File: src/design/aabb_accumulator_core_macros.svh
// Assertion macros shared by the accumulator core.
// Each expects clk and rst_n in scope.
`ifndef AABB_ACCUMULATOR_CORE_MACROS_SVH
`define AABB_ACCUMULATOR_CORE_MACROS_SVH

// The consequent must hold in the same cycle as the antecedent.
`define AABB_CHECK_NOW(label, ante, cons) \
    label: assert property (@(posedge clk) disable iff (!rst_n) (ante) |-> (cons)) \
        else $error("aabb_accumulator_core: same-cycle check failed");

// The consequent must hold in the cycle after the antecedent.
`define AABB_CHECK_NEXT(label, ante, cons) \
    label: assert property (@(posedge clk) disable iff (!rst_n) (ante) |=> (cons)) \
        else $error("aabb_accumulator_core: next-cycle check failed");

`endif

File: src/design/aabb_pkg.sv
`timescale 1ns / 1ps

package aabb_pkg;

    localparam int COORD_BITS  = 32;
    localparam int NORMAL_BITS = 16;
    localparam int RADIUS_BITS = COORD_BITS - 1;
    localparam int NFRAC       = NORMAL_BITS - 1;
    // 1 - n^2 in Q1.(2*NFRAC); the value 1.0 itself must fit.
    localparam int FACTOR_BITS = 2 * NFRAC + 1;
    localparam int PROD_BITS   = RADIUS_BITS + FACTOR_BITS;
    localparam int EXT_BITS    = COORD_BITS + 2;
    localparam int AXES        = 3;
    localparam int Q_DEPTH     = 4;
    localparam int Q_PTR_BITS  = $clog2(Q_DEPTH);
    localparam int Q_CNT_BITS  = $clog2(Q_DEPTH + 1);

    typedef logic [2:0] cmd_t;
    localparam cmd_t CMD_POINT  = 3'd0;
    localparam cmd_t CMD_SPHERE = 3'd1;
    localparam cmd_t CMD_MERGE  = 3'd2;
    localparam cmd_t CMD_DISK   = 3'd3;
    localparam cmd_t CMD_CLEAR  = 3'd4;

    typedef logic [1:0] op_t;
    localparam op_t OP_KEEP  = 2'd0;
    localparam op_t OP_WIDEN = 2'd1;
    localparam op_t OP_CLEAR = 2'd2;

    typedef logic [1:0] axis_t;
    localparam axis_t AXIS_X = 2'd0;
    localparam axis_t AXIS_Y = 2'd1;
    localparam axis_t AXIS_Z = 2'd2;

    typedef logic signed [COORD_BITS-1:0]   coord_t;
    typedef logic [AXES-1:0][COORD_BITS-1:0]  coord3_t;
    typedef logic [AXES-1:0][NORMAL_BITS-1:0] norm3_t;
    typedef logic [AXES-1:0][FACTOR_BITS-1:0] factor3_t;
    typedef logic [AXES-1:0][PROD_BITS-1:0]   prod3_t;

    localparam logic [FACTOR_BITS-1:0] FACTOR_ONE = {1'b1, {(2 * NFRAC){1'b0}}};

    localparam coord_t COORD_MAX = {1'b0, {(COORD_BITS - 1){1'b1}}};
    localparam coord_t COORD_MIN = {1'b1, {(COORD_BITS - 1){1'b0}}};
    localparam logic signed [EXT_BITS-1:0] EXT_MAX = {3'b000, {(COORD_BITS - 1){1'b1}}};
    localparam logic signed [EXT_BITS-1:0] EXT_MIN = {3'b111, {(COORD_BITS - 1){1'b0}}};

    // One box update request passed from the front end to the back end.
    typedef struct packed {
        op_t     op;
        coord3_t lo;
        coord3_t hi;
    } aabb_req_t;

    typedef struct packed {
        logic full;
        logic empty;
    } aabb_q_stat_t;

endpackage

File: src/design/aabb_result_if.sv
`timescale 1ns / 1ps

interface aabb_result_if
    import aabb_pkg::*;
();
    logic                         valid;
    logic                         ready;
    logic signed [COORD_BITS-1:0] box_min_x;
    logic signed [COORD_BITS-1:0] box_min_y;
    logic signed [COORD_BITS-1:0] box_min_z;
    logic signed [COORD_BITS-1:0] box_max_x;
    logic signed [COORD_BITS-1:0] box_max_y;
    logic signed [COORD_BITS-1:0] box_max_z;
    logic                         box_valid;
    logic [1:0]                   longest_axis;
    logic [1:0]                   shortest_axis;

    modport source (
        output valid, box_min_x, box_min_y, box_min_z, box_max_x, box_max_y, box_max_z,
               box_valid, longest_axis, shortest_axis,
        input  ready
    );

    modport sink (
        input  valid, box_min_x, box_min_y, box_min_z, box_max_x, box_max_y, box_max_z,
               box_valid, longest_axis, shortest_axis,
        output ready
    );
endinterface

File: src/design/aabb_back.sv
`timescale 1ns / 1ps

module aabb_back
    import aabb_pkg::*;
(
    input  logic         clk,
    input  logic         rst_n,
    input  aabb_q_stat_t q_stat,
    input  aabb_req_t    pop_data,
    output logic         pop,
    aabb_result_if.source result
);

    coord3_t box_lo_reg;
    coord3_t box_hi_reg;
    logic    holds_reg;
    // Set while the box registers hold an update whose result is not yet registered.
    logic    pend_reg;

    logic    out_valid_reg;
    coord3_t out_lo_reg;
    coord3_t out_hi_reg;
    logic    out_holds_reg;
    axis_t   out_long_reg;
    axis_t   out_short_reg;

    logic    out_load;
    logic [COORD_BITS-1:0] ext [AXES];
    axis_t   longest;
    axis_t   shortest;

    assign out_load = pend_reg && (!out_valid_reg || result.ready);
    assign pop      = !q_stat.empty && (!pend_reg || out_load);

    // Extents are never negative, so the difference is exact as unsigned.
    always_comb
    begin
        for (int a = 0; a < AXES; a++)
        begin
            ext[a] = box_hi_reg[a] - box_lo_reg[a];
        end
        longest  = (ext[0] > ext[1]) ? ((ext[0] > ext[2]) ? AXIS_X
                                       : ((ext[1] > ext[2]) ? AXIS_Y : AXIS_Z))
                                     : ((ext[1] > ext[2]) ? AXIS_Y : AXIS_Z);
        shortest = (ext[0] < ext[1]) ? ((ext[0] < ext[2]) ? AXIS_X
                                       : ((ext[1] < ext[2]) ? AXIS_Y : AXIS_Z))
                                     : ((ext[1] < ext[2]) ? AXIS_Y : AXIS_Z);
    end

    always_ff @(posedge clk or negedge rst_n)
    begin
        if (!rst_n)
        begin
            box_lo_reg    <= '0;
            box_hi_reg    <= '0;
            holds_reg     <= 1'b0;
            pend_reg      <= 1'b0;
            out_valid_reg <= 1'b0;
        end
        else
        begin
            if (pop)
            begin
                pend_reg <= 1'b1;
            end
            else if (out_load)
            begin
                pend_reg <= 1'b0;
            end

            if (out_load)
            begin
                out_valid_reg <= 1'b1;
            end
            else if (result.ready)
            begin
                out_valid_reg <= 1'b0;
            end

            if (pop)
            begin
                unique case (pop_data.op)
                    OP_WIDEN:
                    begin
                        for (int a = 0; a < AXES; a++)
                        begin
                            if (!holds_reg || ($signed(pop_data.lo[a]) < $signed(box_lo_reg[a])))
                            begin
                                box_lo_reg[a] <= pop_data.lo[a];
                            end
                            if (!holds_reg || ($signed(pop_data.hi[a]) > $signed(box_hi_reg[a])))
                            begin
                                box_hi_reg[a] <= pop_data.hi[a];
                            end
                        end
                        holds_reg <= 1'b1;
                    end
                    OP_CLEAR:
                    begin
                        box_lo_reg <= '0;
                        box_hi_reg <= '0;
                        holds_reg  <= 1'b0;
                    end
                    OP_KEEP:
                    begin
                    end
                    default:
                    begin
                    end
                endcase
            end
        end
    end

    always_ff @(posedge clk)
    begin
        if (out_load)
        begin
            out_lo_reg    <= box_lo_reg;
            out_hi_reg    <= box_hi_reg;
            out_holds_reg <= holds_reg;
            out_long_reg  <= longest;
            out_short_reg <= shortest;
        end
    end

    assign result.valid         = out_valid_reg;
    assign result.box_min_x     = out_lo_reg[0];
    assign result.box_min_y     = out_lo_reg[1];
    assign result.box_min_z     = out_lo_reg[2];
    assign result.box_max_x     = out_hi_reg[0];
    assign result.box_max_y     = out_hi_reg[1];
    assign result.box_max_z     = out_hi_reg[2];
    assign result.box_valid     = out_holds_reg;
    assign result.longest_axis  = out_long_reg;
    assign result.shortest_axis = out_short_reg;

endmodule

File: src/flat_wrapper.sv
// flat-port wrapper written by rule: the top's interface ports become plain ports
module aabb_back_flat import aabb_pkg::*;
  (clk, rst_n, q_stat, pop_data, pop, result_valid, result_box_min_x, result_box_min_y, result_box_min_z, result_box_max_x, result_box_max_y, result_box_max_z, result_box_valid, result_longest_axis, result_shortest_axis, result_ready);
  aabb_result_if result_i ();
  input  logic clk;
  input  logic rst_n;
  input  aabb_q_stat_t q_stat;
  input  aabb_req_t pop_data;
  output logic pop;
  output wire logic [$bits(result_i.valid)-1:0] result_valid;
  output wire logic [$bits(result_i.box_min_x)-1:0] result_box_min_x;
  output wire logic [$bits(result_i.box_min_y)-1:0] result_box_min_y;
  output wire logic [$bits(result_i.box_min_z)-1:0] result_box_min_z;
  output wire logic [$bits(result_i.box_max_x)-1:0] result_box_max_x;
  output wire logic [$bits(result_i.box_max_y)-1:0] result_box_max_y;
  output wire logic [$bits(result_i.box_max_z)-1:0] result_box_max_z;
  output wire logic [$bits(result_i.box_valid)-1:0] result_box_valid;
  output wire logic [$bits(result_i.longest_axis)-1:0] result_longest_axis;
  output wire logic [$bits(result_i.shortest_axis)-1:0] result_shortest_axis;
  input wire logic [$bits(result_i.ready)-1:0] result_ready;
  assign result_valid = result_i.valid;
  assign result_box_min_x = result_i.box_min_x;
  assign result_box_min_y = result_i.box_min_y;
  assign result_box_min_z = result_i.box_min_z;
  assign result_box_max_x = result_i.box_max_x;
  assign result_box_max_y = result_i.box_max_y;
  assign result_box_max_z = result_i.box_max_z;
  assign result_box_valid = result_i.box_valid;
  assign result_longest_axis = result_i.longest_axis;
  assign result_shortest_axis = result_i.shortest_axis;
  assign result_i.ready = result_ready;
  aabb_back u_core (.clk(clk), .rst_n(rst_n), .q_stat(q_stat), .pop_data(pop_data), .pop(pop), .result(result_i));
endmodule
File: config.mk
export PLATFORM = sky130hd
export DESIGN_NAME = aabb_back_flat
export DESIGN_NICKNAME = d
export VERILOG_FILES = /design/src/design/aabb_accumulator_core_macros.svh /design/src/design/aabb_pkg.sv /design/src/design/aabb_result_if.sv /design/src/design/aabb_back.sv /design/src/flat_wrapper.sv
export SDC_FILE = /design/constraint.sdc
export NUM_CORES = 1
export LEC_CHECK = 0
export ABC_CLOCK_PERIOD_IN_PS = 31300
export BUFFER_PORTS_ARGS = -buffer_cell sky130_fd_sc_hd__buf_2
export CAP_MARGIN = 20
export CORE_UTILIZATION = 25
export CTS_BUF_LIST = sky130_fd_sc_hd__clkbuf_8
export DETAILED_ROUTE_END_ITERATION = 12
export GPL_TIMING_DRIVEN = 1
export PLACE_DENSITY = 0.48
export REMOVE_ABC_BUFFERS = 1
export SYNTH_ARGS = -nofsm -noshare
export SYNTH_HDL_FRONTEND = slang
export SYNTH_SLANG_ARGS = --single-unit
File: constraint.sdc
create_clock -name clk -period 31.3 [get_ports clk]
set_clock_uncertainty 0.2 [all_clocks]
set_input_delay 1.565 -clock clk [delete_from_list [all_inputs] [get_ports clk]]
set_output_delay 1.565 -clock clk [all_outputs]
set_load 0.05 [all_outputs]
-- After elaboration in Yosys (flattened, before gate mapping)
Index checks and enable logic that the tools add are counted.
- bits in registers: 392
- output and inout bits: 199
- logic and storage cells: 84
- add/sub/neg operators: 3
- $lt $le $gt $ge: 12
- eq/ne operators: 8
- multiplexer cells: 19
- reduce and logical (&&, ||, !) cells: 24
- operators by type and width (cell ; count):
    $pmux 96 s2 ; 2
    $gt 32x32->1 ; 6
    $lt 32x32->1 ; 6
    $mux 32 ; 6
    $sub 32x32->32 ; 3
    $reduce_and 3->1 ; 6
    $mux 2 ; 6
    $ne 2x1->1 const B ; 6
    $logic_or 1x1->1 ; 8
    $reduce_bool 2->1 ; 3
    $logic_not 1->1 ; 4
    $mux 1 ; 4
    $eq 2x1->1 const B ; 1
    $eq 2x2->1 const B ; 1
    $logic_and 1x1->1 ; 2
    $pmux 1 s2 ; 1
    $reduce_and 2->1 ; 1

-- Longest topological paths before layout
- word-level depth: 6
- mapped depth: 25

-- Least setup slack after synthesis
No wires, ideal clock.
- path type: input -> register
- start: input result_ready
- end: register u_core.out_hi_reg (netlist bit u_core.result.box_max_x[0]) (enable)
- arrival: 10338 ps
- required time: 30319 ps
- slack: 19981 ps
- stages on the path: 2
- path buffers: 0
- cell sequence: nor2b_1 nor2b_1
- cells in the longest elaborated chain, start to end: 2
- RTL lines (item ; line ; text):
    from (decl) ; flat_wrapper.sv:20 ; input wire logic [$bits(result_i.ready)-1:0] result_ready;
    $logic_or 1x1->1 ; aabb_back.sv:32 ; assign out_load = pend_reg && (!out_valid_reg || result.ready);
    $logic_and 1x1->1 ; aabb_back.sv:32 ;
    via u_core.out_load ; aabb_back.sv:27 ; logic out_load;
    to (signal assigned) ; aabb_back.sv:120 ; out_hi_reg <= box_hi_reg;
    to (decl) ; aabb_back.sv:22 ; coord3_t out_hi_reg;
The timed path passes the listed nets, and every way through them passes these cells.
A chain may end at the register's enable or synchronous reset.

-- Final worst setup path
- start: register u_core.box_hi_reg[64] in the netlist's numbering
- end: register u_core.out_long_reg[1] (netlist: u_core.result.longest_axis[1]) (data pin)
- cells in the longest elaborated chain, start to end: 5
- RTL lines (item ; line ; text):
    from (decl) ; aabb_back.sv:15 ; coord3_t box_hi_reg;
    from (signal, indexed assignment) ; aabb_back.sv:93 ; box_hi_reg[a] <= pop_data.hi[a];
    $sub 32x32->32 (*) ; aabb_back.sv:40 ; ext[a] = box_hi_reg[a] - box_lo_reg[a];
    $gt 32x32->1 ; aabb_back.sv:43, aabb_back.sv:44 ;
    $mux 2 ; aabb_back.sv:43, aabb_back.sv:44 ;
    $mux 2 ; aabb_back.sv:42 ; longest = (ext[0] > ext[1]) ? ((ext[0] > ext[2]) ? AXIS_X
    $mux 2 (*) ; aabb_back.sv:42 ;
    via u_core.longest[1] ; aabb_back.sv:29 ; axis_t longest;
    to (signal assigned) ; aabb_back.sv:122 ; out_long_reg <= longest;
    to (decl) ; aabb_back.sv:24 ; axis_t out_long_reg;
The timed path passes the listed nets; every way through them passes the cells marked *.

==> flow_summary.ini <==
[worst_setup_path]
path_max_fanout = 4
crit_path_end_kind = flip-flop
rrSetupSlack_ps = 24760
timing.rr.end = u_core.result.longest_axis[1]
reg2reg_depth = 25
required_ps = 31580
worstSetupPathType = flip-flop to flip-flop
cp_data_arrival_time_ps = 6810
slowest_stage = fa_1
slowest_delay_ps = 420
start_kind = flip-flop
r2r_start = u_core.box_hi_reg[64]

[route]
finalWirelength_mm = 82.2
drtIter0Drc = 913
drtPass1Iterations = 5
drc = 0
via_count = 19100
via_per_inst = 4.61
antenna_left = 0
wl_per_cell_um = 19.8

[synthesis]
avgSynthCellArea_um2 = 10.7
yosysWarningCount = 0
synthArstFlopShare_pct = 49.7
yosysTopAreaCellShare_pct = 23.7
synthCells = 2338
yosys-top-cells-area = edfxtp_1 (24%), dfrtp_1 (20%), ha_1 (19%)
ys_seq_area_share_pct = 43.3
yosys_register_bits = 392
synth_top_area_cell = edfxtp_1
synthTopCellsByCount = ha_1 (376), inv_1 (261), nand2_1 (202)
synth_top_flop_cell = edfxtp_1
yosysMostFrequentCell = ha_1
synth_edf_count = 197
synth.distinct_cells = 70
synth_area_um2 = 24900

[sta]
fmax_mhz = 153
min_period_ps = 6540
setup_viol = 0
rsz0062_at_grt = no
worstMarginPinSlew_ps = 986
slew_viol_final = 0
hold_viol = 0
slew_headroom_pct = 34.0
fin_setup_tns_ps = 0
post-route-period-util_pct = 20.9

[grt]
grt_pass1_vias = 19000
grt_max_degree = 68
grt_usage_pct = 16.1
antenna_found_initial = 18
globalRouteOverflowTotal = 0
grt_pass1_wl_mm = 121

[power_and_ir_drop]
leakage_nw = 14.6
cellPowerDensity_nw_per_um2 = 103
irDropWorstVdd_uv = 40.3

[clocking]
clockBufferDepth = 3
hold_buffers = 0
cts_buffers = 77
cts_tree = yes
post-cts-setup-buffer-count = 0
cts-root-buf = clkbuf_8
htreeDepth = 3
clkSinkCount = 392
clkTransAtPathRegs_ps = 70
clk_latency_ps = 720
ctsResizeCount = 0

[min_path]
whs_path_depth = 0
worstHoldStart = u_core.box_lo_reg[75]
hold_path.class = flip-flop to flip-flop
worstHoldEndpoint = u_core.result.box_min_z[11]

[floorplanning]
die_h_um = 318
num_rows = 115
die_area_um2 = 101000
fp.dieW_um = 318
core_area_um2 = 98600
num_io_pins = 398
start_util_pct = 25.3

[cells_and_area]
fill_cells = 10300
syn2layout_area_growth_pct = 20.8
seq_area_um2 = 10800
fin_nets = 3363
drive_gt1_share_pct = 19.5
finalInstanceArea_um2 = 30100
multiInputGateArea_um2 = 13000

[placement]
dpl.hpwl_mm = 65.5
portBuffers = 396
place_area_um2 = 28500
place_congestion = 0.827

[run]
drv_cap = 0

[outcome]
outcome = finished clean
[through the flow]
stage | instances | power [mW] | hold WS, ps | utilization (%) | setup slack [ps]
after detailed placement | 3993 | 2.61 | 230 | 28.9 | 24680
after global routing | 4147 | 3.41 | 255 | 30.6 | 24400
final | 4147 | 3.11 | 242 | 30.6 | 24760
after floorplan | 2295 | 2.05 | 225 | - | 19980
after CTS | 4134 | 3.17 | 245 | 30.5 | 24680
after global placement | 3993 | 2.60 | 227 | 28.9 | 24700
[final cells by class]
cell class	instances	area share, %
Timing Repair Buffer	411	6.98
Sequential cell	392	35.9
Multi-Input combinational cell	1642	43.3
Clock inverter	55	1.24
Clock buffer	86	3.93
Antenna cell	13	0.108
Inverter	261	3.26
Tap cell	1287	5.35
[power by group]
part	internal [mW]	switching [mW]	leakage, nW	total [mW]
Sequential	0.681	0.0878	4.33	0.769
Combinational	0.686	1.12	9.39	1.81
Clock	0.294	0.242	0.893	0.536
Total	1.66	1.45	14.6	3.11
[per-layer routing]
metal,track usage [%],wire length (µm)
met3,3.21,3480
met4,6.20,2250
met5,0,61
met1,20.3,37100
met2,26.8,39300
[critical path: cells and delay by family, from the launching register on]
family / cells / cell delay, ps
buf+inv: 2 / 190
flops: 1 / 410
simple gates: 7 / 1860
fa+ha+maj: 3 / 800
xor+xnor: 1 / 310
compound gates: 12 / 2530
[worst max path at each step]
stage                     cells after the start  slack [ps]                             to                   from
after global placement                       25       24700  u_core.result.longest_axis[1]  u_core.box_hi_reg[64]
after CTS                                    25       24680  u_core.result.longest_axis[1]  u_core.box_hi_reg[64]
final                                        25       24760  u_core.result.longest_axis[1]  u_core.box_hi_reg[64]
after detailed placement                     25       24680  u_core.result.longest_axis[1]  u_core.box_hi_reg[64]
after global routing                         25       24400  u_core.result.longest_axis[1]  u_core.box_hi_reg[32]
after floorplan                               2       19980     u_core.result.box_max_x[0]           result_ready
[logic make-up (layout without fill, tap and decap cells)]
| kind of cell | after synthesis | after routing | share of synthesized area, % |
|---|---|---|---|
| other | 0 | 13 | 0 |
| buffers and inverters | 304 | 813 | 4.67 |
| xor gates and xnor gates | 92 | 92 | 3.23 |
| and+or+nand+nor | 502 | 502 | 9.80 |
| muxes | 131 | 131 | 5.28 |
| adders and majority gates | 380 | 380 | 19.2 |
| AOI/OAI and AO/OA | 537 | 537 | 14.5 |
| DFF | 392 | 392 | 43.3 |
[placed cells by master (no fill, tap or decap), drive strengths merged, types with 7 or more instances in the layout]
cell	instances
nand4	54
a21o	100
diode	13
or2	12
a22o	64
nor2	66
and2	8
nor4	12
and3	14
nand2	202
a211o	8
o21ai	90
dfrtp	195
o211ai	10
or3	7
xnor2	53
clkbuf	87
o21bai	16
inv	289
and4	11
mux2i	128
clkinv	20
nand2b	21
nand3	31
edfxtp	197
buf	410
o21a	17
a21oi	148
ha	376
xor2	39
nor3	28
a211oi	11
a31oi	11
nor2b	29
Note: power is estimated with default switching activity, not from simulation.
