`src/design/aabb_accumulator_core_macros.svh`:
```
// Assertion macros shared by the accumulator core.
// Each expects clk and rst_n in scope.
`ifndef AABB_ACCUMULATOR_CORE_MACROS_SVH
`define AABB_ACCUMULATOR_CORE_MACROS_SVH

// The consequent must hold in the same cycle as the antecedent.
`define AABB_CHECK_NOW(label, ante, cons) \
    label: assert property (@(posedge clk) disable iff (!rst_n) (ante) |-> (cons)) \
        else $error("aabb_accumulator_core: same-cycle check failed");

// The consequent must hold in the cycle after the antecedent.
`define AABB_CHECK_NEXT(label, ante, cons) \
    label: assert property (@(posedge clk) disable iff (!rst_n) (ante) |=> (cons)) \
        else $error("aabb_accumulator_core: next-cycle check failed");

`endif

```
`src/design/aabb_pkg.sv`:
```
`timescale 1ns / 1ps

package aabb_pkg;

    localparam int COORD_BITS  = 32;
    localparam int NORMAL_BITS = 16;
    localparam int RADIUS_BITS = COORD_BITS - 1;
    localparam int NFRAC       = NORMAL_BITS - 1;
    // 1 - n^2 in Q1.(2*NFRAC); the value 1.0 itself must fit.
    localparam int FACTOR_BITS = 2 * NFRAC + 1;
    localparam int PROD_BITS   = RADIUS_BITS + FACTOR_BITS;
    localparam int EXT_BITS    = COORD_BITS + 2;
    localparam int AXES        = 3;
    localparam int Q_DEPTH     = 4;
    localparam int Q_PTR_BITS  = $clog2(Q_DEPTH);
    localparam int Q_CNT_BITS  = $clog2(Q_DEPTH + 1);

    typedef logic [2:0] cmd_t;
    localparam cmd_t CMD_POINT  = 3'd0;
    localparam cmd_t CMD_SPHERE = 3'd1;
    localparam cmd_t CMD_MERGE  = 3'd2;
    localparam cmd_t CMD_DISK   = 3'd3;
    localparam cmd_t CMD_CLEAR  = 3'd4;

    typedef logic [1:0] op_t;
    localparam op_t OP_KEEP  = 2'd0;
    localparam op_t OP_WIDEN = 2'd1;
    localparam op_t OP_CLEAR = 2'd2;

    typedef logic [1:0] axis_t;
    localparam axis_t AXIS_X = 2'd0;
    localparam axis_t AXIS_Y = 2'd1;
    localparam axis_t AXIS_Z = 2'd2;

    typedef logic signed [COORD_BITS-1:0]   coord_t;
    typedef logic [AXES-1:0][COORD_BITS-1:0]  coord3_t;
    typedef logic [AXES-1:0][NORMAL_BITS-1:0] norm3_t;
    typedef logic [AXES-1:0][FACTOR_BITS-1:0] factor3_t;
    typedef logic [AXES-1:0][PROD_BITS-1:0]   prod3_t;

    localparam logic [FACTOR_BITS-1:0] FACTOR_ONE = {1'b1, {(2 * NFRAC){1'b0}}};

    localparam coord_t COORD_MAX = {1'b0, {(COORD_BITS - 1){1'b1}}};
    localparam coord_t COORD_MIN = {1'b1, {(COORD_BITS - 1){1'b0}}};
    localparam logic signed [EXT_BITS-1:0] EXT_MAX = {3'b000, {(COORD_BITS - 1){1'b1}}};
    localparam logic signed [EXT_BITS-1:0] EXT_MIN = {3'b111, {(COORD_BITS - 1){1'b0}}};

    // One box update request passed from the front end to the back end.
    typedef struct packed {
        op_t     op;
        coord3_t lo;
        coord3_t hi;
    } aabb_req_t;

    typedef struct packed {
        logic full;
        logic empty;
    } aabb_q_stat_t;

endpackage

```
`src/design/aabb_queue.sv`:
```
`timescale 1ns / 1ps

module aabb_queue
    import aabb_pkg::*;
(
    input  logic         clk,
    input  logic         rst_n,
    input  logic         push,
    input  aabb_req_t    push_data,
    input  logic         pop,
    output aabb_req_t    pop_data,
    output aabb_q_stat_t q_stat
);

    aabb_req_t              entry_reg [Q_DEPTH];
    logic [Q_PTR_BITS-1:0]  wr_ptr_reg;
    logic [Q_PTR_BITS-1:0]  rd_ptr_reg;
    logic [Q_CNT_BITS-1:0]  count_reg;
    logic [Q_CNT_BITS-1:0]  count_next;

    assign q_stat.full  = (count_reg == Q_CNT_BITS'(Q_DEPTH));
    assign q_stat.empty = (count_reg == '0);
    assign pop_data     = entry_reg[rd_ptr_reg];

    always_comb
    begin
        count_next = count_reg;
        if (push && !pop)
        begin
            count_next = count_reg + Q_CNT_BITS'(1);
        end
        else if (pop && !push)
        begin
            count_next = count_reg - Q_CNT_BITS'(1);
        end
    end

    always_ff @(posedge clk or negedge rst_n)
    begin
        if (!rst_n)
        begin
            wr_ptr_reg <= '0;
            rd_ptr_reg <= '0;
            count_reg  <= '0;
        end
        else
        begin
            count_reg <= count_next;
            if (push)
            begin
                wr_ptr_reg <= wr_ptr_reg + Q_PTR_BITS'(1);
            end
            if (pop)
            begin
                rd_ptr_reg <= rd_ptr_reg + Q_PTR_BITS'(1);
            end
        end
    end

    always_ff @(posedge clk)
    begin
        if (push)
        begin
            entry_reg[wr_ptr_reg] <= push_data;
        end
    end

endmodule

```
`config.mk`:
```
export PLATFORM = sky130hd
export DESIGN_NAME = aabb_queue
export DESIGN_NICKNAME = d
export VERILOG_FILES = /design/src/design/aabb_accumulator_core_macros.svh /design/src/design/aabb_pkg.sv /design/src/design/aabb_queue.sv
export SDC_FILE = /design/constraint.sdc
export NUM_CORES = 1
export LEC_CHECK = 0
export CAP_MARGIN = 20
export CORE_UTILIZATION = 63
export DETAILED_ROUTE_END_ITERATION = 8
export DONT_BUFFER_PORTS = 1
export GPL_TIMING_DRIVEN = 0
export HOLD_SLACK_MARGIN = 0.05
export PLACE_DENSITY = 0.9
export SLEW_MARGIN = 40
export SYNTH_ARGS = -nofsm -noshare
export SYNTH_HDL_FRONTEND = slang
export SYNTH_SLANG_ARGS = --single-unit
```
`constraint.sdc`:
```
create_clock -name clk -period 7.95 [get_ports clk]
set_clock_uncertainty 0.1 [all_clocks]
set_input_delay 0.795 -clock clk [delete_from_list [all_inputs] [get_ports clk]]
set_output_delay 0.795 -clock clk [all_outputs]
set_load 0.005 [all_outputs]
```
After elaboration in Yosys (flattened, before gate mapping)
Memory sizes are Yosys's and may differ from the RTL's.
Cells that the tools add are included.
- register bits after elaboration: 7
- RAM bits: 776
- input port bits: 198
- output and inout port bits: 196
- memories: 1
- add/sub/neg operators: 4
- equal/unequal tests: 1
- mux-type cells: 4
- reduce and logical (&&, ||, !) cells: 6
- memories (memory ; depth ; bits a word ; rd ports ; clocked after memory_dff ; wr ports ; line ; RTL):
    entry_reg ; 4 ; 194 ; 1 ; 0 ; 1 ; aabb_queue.sv:15 ; aabb_req_t entry_reg [Q_DEPTH];
- operators by type and width (kind ; count):
    $mux 3 ; 2
    $add 2x1->2 const B ; 2
    $add 3x1->3 const B ; 1
    $eq 3x3->1 const B ; 1
    $logic_not 3->1 ; 1
    $sub 3x1->3 const B ; 1
    $logic_and 1x1->1 ; 2
    $logic_not 1->1 ; 2
    $mux 1 ; 2
    $reduce_bool 2->1 ; 1

Depth between registers and ports, before layout
Gate-level depths: netlist (run 1).
- word-level depth: 4
- depth in mapped cells: 7
- gate-level depth less buffers: 7

Worst setup path after synthesis (run 1)
OpenSTA, ideal clock, no wires.
- path kind: input port to flip-flop
- start: input port push
- end: memory entry_reg[1][0] (netlist name) (enable)
- library setup time: 577 ps
- arrival time: 5199 ps
- data required time: 7273 ps
- path slack: 2074 ps
- cell stages on the path: 1
- path through: and2_1
- cells in the longest elaborated chain, start to end: 2
- RTL lines (item ; line ; RTL):
    start: declaration ; aabb_queue.sv:8 ; input logic push,
    $mux 1 ; aabb_queue.sv:62 ; if (push)
    $mux 1 (implied by the code) ; aabb_queue.sv:64 ; entry_reg[wr_ptr_reg] <= push_data;
    end: declaration ; aabb_queue.sv:15 ;
No other way between the ends.

==> results of run 1 <==
==> what timing repair did <==
| item | CTS | global route |
|---|---|---|
| endpoints found under the setup margin | 0 | 0 |
| endpoints found under the hold margin | 7 | 0 |
| hold buffers | 1 | 0 |
==> critical path, stage by stage, from the launching register on <==
cell	delay, ns
dfrtp_1	0.31
buf_2	0.16
clkbuf_2	0.40
buf_2	0.39
mux4_1	0.47
==> synth_stat cells <==
library cell	number
and2_1	4
buf_2	22
buf_6	15
buf_8	2
clkbuf_1	5
dfrtp_1	7
edfxtp_1	776
fa_1	1
ha_1	5
inv_1	4
mux2_2	1
mux4_1	23
mux4_2	171
nand2_1	2
nor2_1	1
nor3_1	1
nor3b_1	1
o21ai_0	1
xnor2_1	2
xor2_1	4
==> per-layer routing <==
layer  part of all wire  routed length, µm
met5                  0                  0
met4              0.033               2120
met3               0.11               7253
met2               0.52              33770
met1               0.33              21570
==> layout make-up <==
class,instances,share of cell area
plain buffers,44,0.01027
inverters,4,0.0004686
multi-input cells,217,0.1456
clock inverters,38,0.007497
repair buffers,26,0.01617
clock buffers,95,0.06419
flip-flops and latches,783,0.7327
well taps,592,0.02312
==> cell families (layout without fill, tap and decap cells) <==
family | Yosys count | count (layout) | share of synthesized area
muxes | 195 | 195 | 0.1569
and+or+nand+nor | 9 | 9 | 0.001713
adders and majority gates | 6 | 6 | 0.002900
AOI/OAI and AO/OA | 1 | 1 | 0.0001756
DFF | 783 | 783 | 0.8245
buffers and inverters | 48 | 207 | 0.01204
xor gates and xnor gates | 6 | 6 | 0.001845
==> power by group through the flow <==
stage | combinational, mW | sequential, mW | clock, mW
after floorplan | 2.07 | 5.74 | 0
after global placement | 2.81 | 5.89 | 0
after detailed placement | 3.07 | 5.66 | 0
after CTS | 3.13 | 5.62 | 3.41
after global routing | 3.22 | 5.66 | 3.54
final | 3.08 | 5.62 | 3.37
==> placed cells by master, fill, tap and decap left out <==
cell type	Yosys	final
clkinvlp_4	0	6
clkinv_1	0	15
mux4_1	23	23
buf_16	0	1
clkbuf_16	0	79
dlygate4sd3_1	0	1
and2_4	0	4
xor2_1	4	4
xnor2_1	2	2
bufinv_16	0	2
clkbuf_2	0	1
nor2_1	1	1
inv_6	0	1
buf_8	2	2
clkbuf_8	0	2
buf_12	0	24
ha_1	5	5
clkinv_2	0	14
mux2_2	1	1
fa_1	1	1
o21ai_0	1	1
dfrtp_1	7	7
clkbuf_1	5	18
mux4_2	171	171
buf_2	22	22
edfxtp_1	776	776
nand2_1	2	2
nor3b_1	1	1
inv_1	4	4
buf_6	15	15
nor3_1	1	1
==> final timing paths <==
path	startpoint	end	cells past startpoint
max	rd_ptr_reg[1]$_DFFE_PN0P_	pop_data[116]	4
min	push	wr_ptr_reg[0]$_DFFE_PN0P_	1
max reg2reg	wr_ptr_reg[1]$_DFFE_PN0P_	entry_reg[1][66]$_DFFE_PP_	6
min reg2reg	count_reg[2]$_DFFE_PN0P_	count_reg[2]$_DFFE_PN0P_	1
max in group asynchronous	rst_n	count_reg[1]$_DFFE_PN0P_	1
min in group asynchronous	rst_n	wr_ptr_reg[1]$_DFFE_PN0P_	1
==> reports/metrics.csv, run 1 <==
metric,value,unit
status,completed,
ys_types,20,
setup_viol,0,
required,7.05,ns
postRouteAntennaNets,0,
maxCapViolations,0,
initial_utilization,0.6412,
cts_htree_levels,3,
syn_inst,1048,
leakagePower,10.19,nW
numCtsBuffers,74,
grt_pass1_vias,12910,
io_pins,394,
die_y,214.6,µm
drt_pass1_iterations,5,
fillers,2247,
layout_setup_ws,4.707,ns
placement.cell_area,29730,µm²
seqPwrFrac,0.466,
viasPerCell,6.756,
arrival,2.35,ns
layout-drive-gt1-share,0.2858,
yosys.area.top_type,edfxtp_1,
combinationalPowerShare,0.255,
worstHoldPathType,primary input to flip-flop,
route.detailed.drc,0,
grt_max_degree,40,
hold_violations,0,
rows,77,
p_per_area,376.7,nW/µm²
clock-sinks,783,
multi_input_area,4666,µm²
largest_register_ffs,776,
gp_congestion,0.7570,
p_clk_frac,0.279,
post_cts_buffers,0,
grt_use_met2,0.4854,
grt-busiest-layer,met2,
rsz0062_at_grt,false,
ff_latch_area,23480,µm²
p_int,8.604,mW
p_sw_frac,0.2871,
hold_ws,0.1709,ns
period_share,0.4079,
setup_tns,0,ns
clockBufferDepth,3,
path_class,flip-flop to output port,
die_w,214.6,µm
cp_max_fo,10,
synth_nets,1252,
clkSlewWorstSetupHoldPaths,0.06,ns
placed_cells,1665,
clockRootBuffer,clkbuf_16,
post_drt_wl_per_cell,35.97,µm
worstSkewPairLatency,0.61,ns
hpwl,39.41,mm
met1_usage,0.3381,
fin_nets,1354,
area_growth,12.53,%
report.final.slew_viol_count,0,
final_cells,1799,
insertedDiodeCount,0,
fin_crit,3.243,ns
grt_util_all_layers,0.2874,
syn_area,28480,µm²
worstMarginPinSlew,0.8928,ns
cts_resized,0,
core-area,44410,µm²
drt_wl_total,64.72,mm
fmax,308.4,MHz
vias,12150,
slew_headroom,0.4048,
drtIter0Drc,1166,
grt.met3_usage,0.1101,
tritoncts,built,
synthTopCellsByArea,"edfxtp_1 82%, mux4_2 14%, mux4_1 2.1%",
overflow,0,
portBuffers,0,
ys_seq_elements,783,
r2r_slack,5.68,ns
dieArea,46060,µm²
p_switching,3.465,mW
ir_worst_vdd,311.5,µV
worstSetupStartpointType,flip-flop,
post-route-util,0.7215,
grt_first_pass_wirelength,92.09,mm
p_total,12.07,mW
fin_area,32040,µm²
yosys_warnings,0,
dp_slack,4.966,ns
postSynthAreaPerCell,27.17,µm²
synth_seq_area_share,0.8245,
end_kind,output port,
synth.top_cell.area_share,0.8183,
antenna_found_initial,0,
Note: power is estimated with default switching activity, not from simulation.
==> run 2: changes to the inputs <==
ABC_AREA = 1   (was unset)
clock period = 3.2 ns   (was 7.95 ns; I/O delays follow)
==> run 2 against run 1 <==
Largest cell class unchanged; critical endpoint is now pop_data[86]; core utilization increased by 4.7 points; non-clock buffer count increased by 300; synthesized area increased by 11%; clock power increased to 2.5 times the previous value; worst setup slack got worse by 4.5 ns; count of clock-buffer cells in the layout increased by 3.
==> reports/metrics.csv, run 2 <==
metric,value,unit,change
overflow,0,,unchanged
ir_worst_vdd,887.9,µV,+190%
layout-drive-gt1-share,0.1322,,-0.1537
synth.top_cell.area_share,0.7360,,-0.08227
synth.area.mux_share,0,,-0.1569
route.detailed.drc,0,,unchanged
cp_max_fo,10,,unchanged
maxCapViolations,0,,unchanged
clock-sinks,783,,unchanged
clockRootBuffer,clkbuf_16,,
p_per_area,927.8,nW/µm²,+150%
initial_utilization,0.6428,,+0.001610
fmax,339.0,MHz,
end_kind,output port,,
post_cts_buffers,0,,unchanged
postRouteAntennaNets,0,,unchanged
path_class,flip-flop to output port,,
post-route-util,0.7687,,+0.04727
setup_viol,0,,unchanged
crit_start,rd_ptr_reg[1]$_DFFE_PN0P_,,
numCtsBuffers,76,,+2.7%
met3_length,10.11,mm,+39%
hold_violations,0,,unchanged
synth_seq_area_share,0.7416,,-0.08289
grt_util_all_layers,0.3449,,+0.05748
crit_slowest_cell,dfrtp_1,,
period_share,0.9218,,
fin_crit,2.950,ns,
ys_top_cells_by_count,"776 x edfxtp_1, 595 x nand2_1, 399 x inv_1, 301 x o211ai_1, 87 x o211ai_2",,
grt_max_degree,23,,-43%
portBuffers,0,,unchanged
syn_area,31660,µm²,+11%
worstMarginPinSlew,0.7043,ns,-0.1885 ns
drt_pass1_iterations,6,,+1
die_y,226.2,µm,+5.4%
yosys.area.top_type,edfxtp_1,,
arrival,2.53,ns,+0.18 ns
synth-compound-area-share,0.1059,,+0.1057
wl_met2,44.40,mm,+31%
final_common_cell,edfxtp_1,,
worstSetupStartpointType,flip-flop,,
fin_nets,2833,,+110%
core-area,49250,µm²,+11%
synth.most_common_cell,edfxtp_1,,
cts_htree_levels,3,,unchanged
cts_resized,0,,unchanged
synth_flop_cell,edfxtp_1,,
report.final.slew_viol_count,0,,unchanged
io_pins,394,,unchanged
postSynthAreaPerCell,13.69,µm²,-50%
drtIter0Drc,2364,,+100%
routed.top_layer,met5,,
clockBufferDepth,3,,unchanged
ys_types,20,,unchanged
placement.cell_area,33560,µm²,+13%
ys_seq_elements,783,,unchanged
slew_headroom,0.5304,,+0.1256
worstHoldPathType,primary input to flip-flop,,
synth-simple-area-share,0.07122,,+0.06950
synth_edf_count,776,,unchanged
gp_congestion,0.8308,,+9.7%
grt_first_pass_wirelength,128.9,mm,+40%
cp_cell_sequence,buf_4 > inv_2 > buf_2 > buf_2 > o211ai_1 > nand2_1,,
cpMostUsedCell,buf_2,,
leakagePower,14.61,nW,+43%
drt_wl_total,88.91,mm,+37%
setup_tns,0,ns,unchanged
synthTopCellsByArea,"edfxtp_1 74%, o211ai_1 7.1%, nand2_1 7.1%",,
rsz0062_at_grt,false,,
dieArea,51150,µm²,+11%
clkSlewWorstSetupHoldPaths,0.06,ns,about the same
area_growth,19.60,%,
rows,81,,+5.2%
synthAdderAreaFrac,0.002608,,-0.0002916
syn_inst,2312,,+120%
synth_top_family_by_area,compound AO/OA/AOI/OAI gates,,
viasPerCell,6.312,,-6.6%
wl_met1,29.27,mm,+36%
fin_area,37860,µm²,+18%
vias,21250,,+75%
die_w,226.2,µm,+5.4%
synth_nets,2516,,+100%
async_reset_ff_frac,0.008940,,unchanged
tritoncts,built,,
largest_register_ffs,776,,unchanged
hold_ws,0.2943,ns,+0.1234 ns
cpPeakStageDelay,0.39,ns,-0.08 ns
required,2.78,ns,-4.27 ns
grt_pass1_vias,21660,,+68%
yosys_warnings,0,,unchanged
post_drt_wl_per_cell,26.41,µm,-27%
rr_startpoint,wr_ptr_reg[1]$_DFFE_PN0P_,,
yosys.area_share.xor_xnor,0.001107,,-0.0007388
status,completed,,
hp-start,push_data[123],,
worstSkewPairLatency,0.61,ns,about the same
final_cell_mix,"776 x edfxtp_1, 591 x nand2_1, 394 x inv_1, 301 x o211ai_1, 198 x dlygate4sd3_1",,
antenna_found_initial,19,,+19
hpwl,49.64,mm,+26%
-- run 2: cell types whose count changed after synthesis, moves of 4 or more --
| cell | change |
|---|---|
| and2_1 | -4 |
| buf_2 | +39 |
| buf_4 | +6 |
| buf_6 | +32 |
| clkbuf_1 | +11 |
| inv_1 | +395 |
| mux4_1 | -23 |
| mux4_2 | -171 |
| nand2_1 | +593 |
| o211ai_1 | +301 |
| o211ai_2 | +87 |
-- run 2: through the flow --
step,setup slack (ns),cells,power [mW]
3_3_place_gp,-3.194,2976,24.87
3_5_place_dp,0.4634,3017,25.69
2_1_floorplan,-0.8607,2312,21.53
6_report,0.2504,3367,35.13
4_1_cts,0.2834,3350,34.33
5_1_grt,0.1405,3363,36.31
-- run 2: worst max-delay path: cells and delay by family, from the launching register on --
family          cells  cell delay [ns]
buf+inv             4             1.08
flops               1             0.39
simple gates        1             0.27
compound gates      1             0.15
-- run 2: timing repair --
action | in CTS | in global routing
endpoints found under the hold margin | 790 | 0
endpoints found under the setup margin | 0 | 0
hold buffers | 198 | 0
-- run 2: cell type report --
| cell class | count | area, µm² |
|---|---|---|
| clock inverter | 37 | 254.0 |
| timing repair buffer | 239 | 3015 |
| sequential | 783 | 23480 |
| inverter | 400 | 1516 |
| antenna | 17 | 42.54 |
| clock buffer | 98 | 2027 |
| fill | 2448 | 11390 |
| tap | 664 | 830.8 |
| buffer | 131 | 954.7 |
| multi-input combinational | 998 | 5746 |
-- run 2: layer usage --
layer	track usage	vias to the layer above
met3	0.1033	418
met4	0.1944	6
met5	0	-
met2	0.5776	1798
met1	0.3956	10300
li1	-	8735
-- run 2: worst paths after layout --
kind / end / slack, ns / cells past startpoint
setup / recovery: pop_data[86] / 0.25 / 6
hold / removal: entry_reg[1][123]$_DFFE_PP_ / 0.29 / 1
setup reg to reg: entry_reg[1][113]$_DFFE_PP_ / 0.43 / 10
hold reg to reg: count_reg[2]$_DFFE_PN0P_ / 0.47 / 2
max in group asynchronous: rd_ptr_reg[0]$_DFFE_PN0P_ / 2.19 / 2
min in group asynchronous: count_reg[1]$_DFFE_PN0P_ / 0.53 / 2
-- run 2: kinds of logic after synthesis --
group	Yosys count
fa+ha+maj	6
flops	783
xor+xnor	4
compound gates	389
simple gates	599
buf+inv	531
-- run 2: where the power goes --
part	leakage [nW]	internal (mW)	switching, mW	total [mW]
Sequential	7.21	13.4	0.591	14.0
Clock	1.11	4.65	3.85	8.50
Combinational	6.28	3.92	8.73	12.7
